==> src/hw/rtl/rfsp_pkg.sv <==
`timescale 1ns / 1ps
// ============================================================================
// rfsp_pkg
// Shared constants and types of the RFID serial frame parser: frame layout,
// control byte codes, item kinds and the character vector of one tag.
// ============================================================================
package rfsp_pkg;

    // Frame layout: a start byte, eight ID characters, CR, LF, ETX.
    localparam int FRAME_BYTES = 12;
    localparam int STORE_DEPTH = FRAME_BYTES - 1;
    localparam int CARD_CHARS  = 8;
    localparam int FILL_W      = 4;

    // Control byte codes.
    localparam logic [7:0] START_BYTE = 8'h02;
    localparam logic [7:0] CR_BYTE    = 8'h0D;
    localparam logic [7:0] LF_BYTE    = 8'h0A;
    localparam logic [7:0] ETX_BYTE   = 8'h03;

    // Item kinds carried in tuser on the input side.
    localparam logic OP_BYTE = 1'b0;
    localparam logic OP_TICK = 1'b1;

    // Tick counter width and reset value of the debounce register.
    localparam int          TICK_W          = 17;
    localparam int          DEBOUNCE_W      = 16;
    localparam logic [15:0] DEBOUNCE_RESET  = 16'd1500;

    // Eight ID characters, entry 0 is the first character received.
    typedef logic [CARD_CHARS-1:0][7:0] card_chars_t;

    // Decoded hex digit.
    typedef struct packed {
        logic       valid;
        logic [3:0] value;
    } hex_digit_t;

endpackage

==> src/hw/rtl/rfsp_card_decode.sv <==
`timescale 1ns / 1ps
// ============================================================================
// rfsp_card_decode
// Converts the eight ID characters of a frame into the value of their
// leading run of hex digits; the run stops at the first non-hex character.
// ============================================================================
module rfsp_card_decode
    import rfsp_pkg::*;
(
    input  card_chars_t chars,
    output logic [31:0] card_value
);

    // Map one ASCII character to a hex digit.
    function automatic hex_digit_t to_hex(input logic [7:0] c);
        hex_digit_t d;
        d.valid = 1'b1;
        d.value = 4'd0;
        if (c >= 8'h30 && c <= 8'h39) begin
            d.value = 4'(c - 8'h30);
        end else if (c >= 8'h41 && c <= 8'h46) begin
            d.value = 4'(c - 8'h37);
        end else if (c >= 8'h61 && c <= 8'h66) begin
            d.value = 4'(c - 8'h57);
        end else begin
            d.valid = 1'b0;
        end
        return d;
    endfunction

    // Shift digits in while the run of hex characters lasts.
    always_comb begin
        hex_digit_t d;
        logic       in_run;
        in_run     = 1'b1;
        card_value = 32'd0;
        for (int i = 0; i < CARD_CHARS; i++) begin
            d = to_hex(chars[i]);
            if (in_run && d.valid) begin
                card_value = {card_value[27:0], d.value};
            end else begin
                in_run = 1'b0;
            end
        end
    end

endmodule

==> src/hw/rtl/rfid_serial_frame_parser_unit.sv <==
`timescale 1ns / 1ps
// ============================================================================
// rfid_serial_frame_parser_unit
// Frames reader UART bytes, checks the trailer, decodes the tag ID and
// debounces repeated reads of the same card against a millisecond tick.
// ============================================================================
// Usage:
//   The input stream carries one word per UART byte (tuser = 0, byte in
//   tdata[7:0]) or per millisecond tick (tuser = 1). A 0x02 byte always opens
//   a new 12-byte frame; bytes outside a frame are dropped. A full frame whose
//   last three bytes are CR, LF, ETX yields one result word: tdata holds the
//   card value, the eight raw characters and the scan total, tuser flags a
//   new scan (0 for a repeat within the debounce window). Bad frames and
//   ticks give no result.
//   Throughput is one word per cycle while results are taken. A word passes
//   an input register and a result register; all decode and debounce logic
//   sits between those registers. When the receiver stalls, the result
//   register holds and the input side keeps accepting only while the input
//   register can move on.
//   Reset (aresetn low, synchronous) closes any open frame, forgets the last
//   card, clears the tick and scan counters and sets debounce to 1500.
//   The debounce register is written with cfg_we; write it while idle.
// ============================================================================
module rfid_serial_frame_parser_unit
    import rfsp_pkg::*;
(
    input  logic         aclk,
    input  logic         aresetn,
    // Configuration.
    input  logic         cfg_we,
    input  logic [15:0]  cfg_wdata,    // debounce limit in ticks
    // Input stream.
    input  logic         s_tvalid,
    output logic         s_tready,
    input  logic [7:0]   s_tdata,      // [7:0] rx_byte
    input  logic         s_tuser,      // [0] operation
    // Result stream.
    output logic         m_tvalid,
    input  logic         m_tready,
    output logic [127:0] m_tdata,      // [31:0] card_value, [95:32] card_text,
                                       // [127:96] total_scans
    output logic         m_tuser       // [0] is_new_scan
);

    logic [DEBOUNCE_W-1:0] debounce_reg;

    logic                  in_valid_reg;
    logic                  in_op_reg;
    logic [7:0]            in_byte_reg;

    logic [7:0]            store_reg [STORE_DEPTH];
    logic [FILL_W-1:0]     fill_reg;
    logic [FILL_W-1:0]     fill_next;
    logic [63:0]           last_chars_reg;
    logic                  last_valid_reg;
    logic [TICK_W-1:0]     ticks_reg;
    logic [TICK_W-1:0]     ticks_next;
    logic [31:0]           total_reg;
    logic [31:0]           total_next;

    logic                  out_valid_reg;
    logic [127:0]          out_data_reg;
    logic                  out_new_reg;

    logic                  advance;
    logic                  take;
    logic                  is_tick;
    logic                  is_start;
    logic                  frame_open;
    logic                  frame_done;
    logic                  trailer_ok;
    logic                  result;
    logic                  fresh;
    logic [FILL_W-1:0]     store_idx;
    card_chars_t           chars;
    logic [63:0]           text;
    logic [31:0]           card_value;

    // Handshake: the input register moves whenever the result register can.
    assign advance  = !out_valid_reg || m_tready;
    assign take     = in_valid_reg && advance;
    assign s_tready = !in_valid_reg || advance;

    // Configuration register.
    always_ff @(posedge aclk) begin
        if (!aresetn) begin
            debounce_reg <= DEBOUNCE_RESET;
        end else if (cfg_we) begin
            debounce_reg <= cfg_wdata;
        end
    end

    // Input register.
    always_ff @(posedge aclk) begin
        if (!aresetn) begin
            in_valid_reg <= 1'b0;
        end else if (s_tready) begin
            in_valid_reg <= s_tvalid;
        end
    end

    always_ff @(posedge aclk) begin
        if (s_tready && s_tvalid) begin
            in_op_reg   <= s_tuser;
            in_byte_reg <= s_tdata;
        end
    end

    // Classify the registered word against the frame state.
    assign is_tick    = (in_op_reg == OP_TICK);
    assign is_start   = (in_byte_reg == START_BYTE);
    assign frame_open = (fill_reg != '0) && (fill_reg < FILL_W'(FRAME_BYTES));
    assign store_idx  = fill_reg - FILL_W'(1);
    assign frame_done = !is_tick && !is_start && (fill_reg == FILL_W'(STORE_DEPTH));
    assign trailer_ok = (store_reg[8] == CR_BYTE) && (store_reg[9] == LF_BYTE) &&
                        (in_byte_reg == ETX_BYTE);
    assign result     = frame_done && trailer_ok;

    // The ID characters, first one in the top byte of the text.
    always_comb begin
        for (int i = 0; i < CARD_CHARS; i++) begin
            chars[i] = store_reg[i];
            text[63-8*i -: 8] = store_reg[i];
        end
    end

    rfsp_card_decode u_decode (
        .chars      (chars),
        .card_value (card_value)
    );

    // Debounce decision.
    assign fresh = !last_valid_reg || (text != last_chars_reg) ||
                   (ticks_reg > {1'b0, debounce_reg});

    // Next frame fill level; a byte with no frame open leaves it alone.
    always_comb begin
        fill_next = fill_reg;
        if (take && !is_tick) begin
            priority if (is_start) begin
                fill_next = FILL_W'(1);
            end else if (frame_done) begin
                fill_next = '0;
            end else if (frame_open) begin
                fill_next = fill_reg + FILL_W'(1);
            end else begin
                fill_next = fill_reg;
            end
        end
    end

    // Next tick count and scan total.
    always_comb begin
        ticks_next = ticks_reg;
        total_next = total_reg;
        if (take) begin
            if (is_tick) begin
                if (ticks_reg != '1) begin
                    ticks_next = ticks_reg + TICK_W'(1);
                end
            end else if (result && fresh) begin
                ticks_next = '0;
                total_next = total_reg + 32'd1;
            end
        end
    end

    // Frame state and card history.
    always_ff @(posedge aclk) begin
        if (!aresetn) begin
            fill_reg       <= '0;
            last_chars_reg <= '0;
            last_valid_reg <= 1'b0;
            ticks_reg      <= '0;
            total_reg      <= '0;
        end else begin
            fill_reg  <= fill_next;
            ticks_reg <= ticks_next;
            total_reg <= total_next;
            if (take && result && fresh) begin
                last_chars_reg <= text;
                last_valid_reg <= 1'b1;
            end
        end
    end

    // Frame byte store; byte k of the frame lands in entry k-1.
    always_ff @(posedge aclk) begin
        if (take && !is_tick && !is_start && frame_open) begin
            store_reg[store_idx] <= in_byte_reg;
        end
    end

    // Result register.
    always_ff @(posedge aclk) begin
        if (!aresetn) begin
            out_valid_reg <= 1'b0;
        end else if (advance) begin
            out_valid_reg <= take && result;
        end
    end

    always_ff @(posedge aclk) begin
        if (take && result) begin
            out_data_reg <= {total_next, text, card_value};
            out_new_reg  <= fresh;
        end
    end

    assign m_tvalid = out_valid_reg;
    assign m_tdata  = out_data_reg;
    assign m_tuser  = out_new_reg;

`ifndef NO_ASSERTIONS
    // A frame never holds more bytes than the store has entries.
    a_fill_range: assert property (@(posedge aclk) disable iff (!aresetn)
        fill_reg <= FILL_W'(STORE_DEPTH))
        else $error("frame fill level out of range");

    // A new scan bumps the total by exactly one.
    a_total_step: assert property (@(posedge aclk) disable iff (!aresetn)
        (take && result && fresh) |=> (total_reg == $past(total_reg) + 32'd1))
        else $error("scan total did not advance on a new scan");

    // A new scan restarts the debounce window.
    a_ticks_clear: assert property (@(posedge aclk) disable iff (!aresetn)
        (take && result && fresh) |=> (ticks_reg == '0) && last_valid_reg)
        else $error("debounce window not restarted on a new scan");
`endif

endmodule
==> config.mk <==
export PLATFORM = sky130hd
export DESIGN_NAME = rfid_serial_frame_parser_unit
export DESIGN_NICKNAME = d
export VERILOG_FILES = /design/src/hw/rtl/rfsp_pkg.sv /design/src/hw/rtl/rfsp_card_decode.sv /design/src/hw/rtl/rfid_serial_frame_parser_unit.sv
export SDC_FILE = /design/constraint.sdc
export NUM_CORES = 1
export LEC_CHECK = 0
export BUFFER_PORTS_ARGS = -buffer_cell sky130_fd_sc_hd__buf_2
export CORE_ASPECT_RATIO = 0.9
export CORE_MARGIN = 2
export CORE_UTILIZATION = 45
export DETAILED_ROUTE_END_ITERATION = 8
export PLACE_DENSITY = 0.7
export SLEW_MARGIN = 20
export SYNTH_ARGS = -nofsm -noshare
export SYNTH_HDL_FRONTEND = slang
export SYNTH_HIERARCHICAL = 1
export SYNTH_SLANG_ARGS = --single-unit
==> constraint.sdc <==
create_clock -name aclk -period 5.2 [get_ports aclk]
set_input_delay 0.26 -clock aclk [delete_from_list [all_inputs] [get_ports aclk]]
set_output_delay 0.26 -clock aclk [all_outputs]
set_load 0.03 [all_outputs]
### Word level (Yosys, flattened, before mapping)

Memories as Yosys holds them, arrays and structs flattened.
Cells that the tools add are included.

| storage, ports and cells | value |
|---|---|
| logic and storage cells | 232 |
| flip-flop bits (word level) | 274 |
| output and inout bits | 131 |
| memories kept | 1 |
| RAM bits | 88 |

Memory list:

| name | words | width | read ports | clocked after memory_dff | write ports | line | RTL |
|---|---|---|---|---|---|---|---|
| store_reg | 11 | 8 | 10 | 0 | 1 | rfid_serial_frame_parser_unit.sv:51 | `logic [7:0] store_reg [STORE_DEPTH];` |

| operators by class | value |
|---|---|
| $lt $le $gt $ge | 50 |
| $add $sub $neg | 28 |
| equality and inequality tests | 8 |
| multiplexer cells | 74 |
| reduce and logical (&&, ||, !) cells | 59 |

Operator list:

| cell | number |
|---|---|
| $ge 8x7->1 const B | 16 |
| $le 8x7->1 const B | 16 |
| $mux 32 | 4 |
| $mux 4 | 28 |
| $ge 8x6->1 const B | 8 |
| $le 8x6->1 const B | 8 |
| $ne 64x64->1 | 1 |
| $sub 4x3->4 const B | 16 |
| $mux 17 | 3 |
| $logic_and 1x1->1 | 45 |
| $sub 4x1->4 const B | 9 |
| $mux 1 | 33 |
| $add 32x1->32 const B | 1 |
| $mux 28 | 1 |
| $mux 24 | 1 |
| $mux 20 | 1 |
| $add 17x1->17 const B | 1 |
| $gt 17x16->1 | 1 |
| $ne 17x17->1 const B | 1 |
| $eq 8x2->1 const B | 2 |
| $eq 8x4->1 const B | 2 |
| $mux 16 | 1 |
| $mux 12 | 1 |
| $mux 8 | 1 |
| other kinds (11) | 18 |

### Longest topological paths before layout

An unclocked memory read counts as a cell.

| logic depth | value |
|---|---|
| depth after elaboration | 21 |
| depth in mapped cells | 13 |
| mapped depth without buffers | 12 |

### By module

Netlist, hierarchy kept.

Modules (own cells, without submodules):

| module | seq. area each (um^2) | cells each | area each (um^2) | times used |
|---|---|---|---|---|
| rfid_serial_frame_parser_unit | 9268.9 | 1120 | 13646.8 | 1 |
| rfsp_card_decode | 0.0 | 415 | 2910.3 | 1 |

### Least setup slack after synthesis

Ideal clock, no wire load.

| timing path | value |
|---|---|
| path type | reg-to-reg |
| start | register fill_reg[0] |
| end | register out_data_reg[0] (netlist: m_tdata[0]) (enable) |
| path buffers | 0 |
| stages on the path, launching flop included | 6 |
| arrival time | 3954 ps |
| library setup time | 482 ps |
| slack | 764 ps |
| path through | dfxtp_1 -> ha_1 -> and3b_1 -> nand4_1 -> or4_4 -> inv_1 |

| on the way | value |
|---|---|
| cells in the longest elaborated chain, start to end | 4 |

Ends and longest elaborated chain:

| element | line | RTL |
|---|---|---|
| start: declaration | rfid_serial_frame_parser_unit.sv:52 | `logic [FILL_W-1:0] fill_reg;` |
| start signal: assignment | rfid_serial_frame_parser_unit.sv:177 | `fill_reg <= fill_next;` |
| $eq 4x4->1 | rfid_serial_frame_parser_unit.sv:114 | `assign frame_done = !is_tick && !is_start && (fill_reg == FILL_W'(STORE_DEPTH));` |
| $logic_and 1x1->1 | rfid_serial_frame_parser_unit.sv:114 |  |
| $logic_and 1x1->1 | rfid_serial_frame_parser_unit.sv:117 | `assign result = frame_done && trailer_ok;` |
| $logic_and 1x1->1 | rfid_serial_frame_parser_unit.sv:204 | `if (take && result) begin` |
| end signal: assignment | rfid_serial_frame_parser_unit.sv:205 | `out_data_reg <= {total_next, text, card_value};` |
| end: declaration | rfid_serial_frame_parser_unit.sv:62 | `logic [127:0] out_data_reg;` |

No other way between the ends.
A chain may end at the register's enable or synchronous reset.

==> results.md <==
* Die area at ~38000 um^2
* TritonCTS clock tree: done
* Crit path required time at between 5 and 6 ns
* Sequential-to-total area share from yosys stat at 0.5598
* Tcrit/Tclk final at 0.7712
* RSZ-0062 raised after global routing: no
* Critical Path Start Type: register
* Max stage delay on crit path at ~0.90 ns
* Net Count, Synth at approximately 1600
* Sum Neg Setup Slack at 0 ns
* Switching share of power at 0.2064
* Buf+Inv Stages, Crit Path at 0
* H-tree levels at 2
* Mean post-synth cell area at approximately 11 um^2
* Final WS setup at between 1 and 1.5 ns
* Skew-Pair Late Insertion Delay at 0.55 ns
* Boundary pin count at roughly 160
* GR Util All Layers at 0.2217
* Antenna viol nets, final at 0
* Row count at 66
* Clk buf depth at 3
* Cell Area, Synth at around 17000 um^2
* Cell family with most CP delay: simple AND/OR/NAND/NOR gates
* Die Span X at between 200 and 250 um
* Gate Count Post-Synth at 1535
* Final Skew at 0.01986 ns
* Initial antenna violation count at 0
* Leak at around 0.007 uW
* Initial Util at 0.4578
* Crit-path slowest cell: a31o_4
* Filler cell count at around 3200
* Core area at between 30000 and 40000 um^2
* DRT Pass-1 Iters at 7
* GR Overflow Total at 0
* Via density at 5.642
* Syn. warnings at 6
* Global-route wire length before repair at ~65000 um
* CTS Root Cell: clkbuf_16
* Async set-reset flop share out of synthesis at 0
* Critical Path End Type: register
* HP Class: in -> reg
* First DRT Iteration DRCs at 1104
* Share of layout cells above drive strength 1 at 0.1635
* Hpwl dp at ~30000 um
* Sequential share of power at 0.527
* Post-CTS Setup Inserts at 0
* WL/cell at around 19 um
* Vias in the first global route at 11570
* FF/Latch Area at between 9000 and 10000 um^2
* Clock share of power at 0.458
* Max capacitance violation total at 0
* CP arrival at 4.48 ns
* Final setup fails at 0
* Gp weighted congestion at about 0.86
* Outcome: finished clean
* WL final at around 43000 um
* Design area at roughly 19000 um^2
* Port bufs at between 150 and 200
* Max FO, Critical Path at between 90 and 100
* Number of buffers created by CTS at 38
* Antenna Cells at 0
* Tightest Pin Transition at 1.053 ns
* CP Class: reg -> reg
* Post-place setup slack at around 1.2 ns
* Area of the multi-input gates at 6745 um^2
* Maximum vdd drop at between 200 and 250 uV
* Logic pwr share at 0.015
* Area Overhead vs Synth at 15.70%
* Power Density at between 200 and 300 nW/um^2
* Relative slew slack at 0.2918
* Slew Viols, Final at 0
* Post-cts resize count at 0
* # nets final at 1780
* EDFF count, synth at 218
* Area post-placement at ~18000 um^2
* Crit path time final at ~4.0 ns
* Largest net degree at the start of global routing at between 90 and 100
* DRC at 0
* Die Y at 186.0 um
* Final hold vios at 0
* Sw Pwr at roughly 1200 uW
* Routed vias at around 12000
* R2R setup slack at approximately 1.2 ns
* Total Power at 5714 uW
* Synth unique cells at slightly above 90
* CTS clk-pin slew, worst paths at about 0.060 ns
* Clock sinks at 354
* Max reg flops at between 100 and 150
* Crit-path cells: nor2b_1 -> a2111oi_0 -> nand4_1 -> nor4_1 -> a31o_4 -> nand2_1 -> nor2_1
* Prevailing post-synth register cell: edfxtp_1
* Synth Register Bits at 354
* Fmax at ~0.25 GHz
* Internal power at ~4500 uW
[stage by stage]
stage,cells,hold WS (ns),util
after floorplan,1535,0.3589,-
after global placement,2110,0.4376,0.4890
after detailed placement,2110,0.4381,0.4890
after CTS,2207,0.1853,0.5296
after global routing,2207,0.2231,0.5296
final,2207,0.2168,0.5296
[routing by layer]
metal / routed length, um / GRT usage / up-vias
met1: 19570 / 0.3220 / 6050
li1: - / - / 5925
met2: 19310 / 0.3405 / 415
met4: 937 / 0.06086 / 0
met3: 2996 / 0.03939 / 61
met5: 0 / 0 / -
[cell type report]
type | count | share of cell area
multi-input combinational | 1057 | 0.3521
timing repair buffer | 194 | 0.05931
sequential | 354 | 0.4839
clock buffer | 58 | 0.05741
clock inverter | 12 | 0.005029
tap | 476 | 0.03109
inverter | 56 | 0.01117
[tightest hold or removal path, stage by stage]
cell,delay [ns]
buf_2,0.25
nand2_1,0.11
o211ai_1,0.07
[cell usage after synthesis (5+ instances only)]
library cell  instances  share of area
o22ai_1              10         0.0038
o31a_1               10         0.0053
nor3_1               15         0.0045
mux2_2                7         0.0048
xor2_1               17         0.0090
dfxtp_1             136           0.16
buf_1                 9         0.0020
edfxtp_1            218           0.40
o21bai_1              8         0.0036
ha_1                 49          0.037
a211oi_1              7         0.0032
nand3_1              52          0.016
nor4_1               19         0.0072
o21a_1               17         0.0077
nor4b_1               8         0.0042
or2_2                14         0.0053
xnor2_1              54          0.029
or3_1                12         0.0045
and2_1               24         0.0091
a221oi_1              5         0.0026
or4_1                 5         0.0023
mux2i_1              21          0.013
inv_1                55          0.012
buf_2                13         0.0039
nand4_1              26         0.0098
a21oi_1             137          0.041
a31oi_1              14         0.0053
a21o_1               11         0.0050
buf_6                10         0.0068
and4_1                5         0.0026
o31ai_1              10         0.0045
o211ai_1             12         0.0054
o21ai_0              37          0.011
nand2b_1             22         0.0083
clkbuf_1             31         0.0070
and3_1                8         0.0030
nor2_1               83          0.019
nor2b_1              16         0.0060
nand2_1             230          0.052
[timing repair]
item,4_1_cts,5_1_grt
endpoints found under the setup margin,0,0
hold buffers,27,0
endpoints found under the hold margin,27,0
[path summary, 6_finish.rpt]
check	startpoint	end	depth (start not counted)
setup / recovery	store_reg[6][4]$_DFFE_PP_	ticks_reg[9]$_SDFFE_PN0P_	7
hold / removal	cfg_we	debounce_reg[3]$_SDFFE_PN1P_	3
setup reg to reg	store_reg[6][4]$_DFFE_PP_	ticks_reg[9]$_SDFFE_PN0P_	7
hold reg to reg	last_chars_reg[39]$_SDFFE_PN0P_	last_chars_reg[39]$_SDFFE_PN0P_	2
[cell families after synthesis]
kind of cell | Yosys count | share of synthesized area
AO/OA/AOI/OAI | 334 | 0.1332
XOR/XNOR | 71 | 0.03756
adder cells (fa/ha/maj) | 49 | 0.03703
buffers and inverters | 124 | 0.03461
flip-flops | 354 | 0.5598
multiplexers | 31 | 0.02010
AND/OR/NAND/NOR | 572 | 0.1777
[power groups by stage]
| stage | Sequential (uW) | Clock, uW | Combinational, uW |
|---|---|---|---|
| 6_report | 3010 | 2620 | 83.3 |
| 3_3_place_gp | 3070 | 0 | 65.1 |
| 3_5_place_dp | 3070 | 0 | 67.4 |
| 5_1_grt | 3010 | 2790 | 93.8 |
| 2_1_floorplan | 3050 | 0 | 46.4 |
| 4_1_cts | 3010 | 2670 | 83.1 |
[cell usage in the layout (no fill, tap or decap), types with 14 or more instances in the layout]
cell	instances
or2_2	14
nand2b_1	22
ha_1	49
clkbuf_16	41
nor2b_1	16
buf_2	160
nand4_1	26
nor2_1	83
xnor2_1	54
edfxtp_1	218
o21ai_0	37
nor4_1	19
mux2i_1	21
and2_1	24
nand3_1	52
nor3_1	15
inv_1	54
nand2_1	230
dlygate4sd3_1	27
a21oi_1	137
o21a_1	17
dfxtp_1	136
xor2_1	17
clkbuf_1	16
Note: power is estimated with default switching activity, not from simulation.
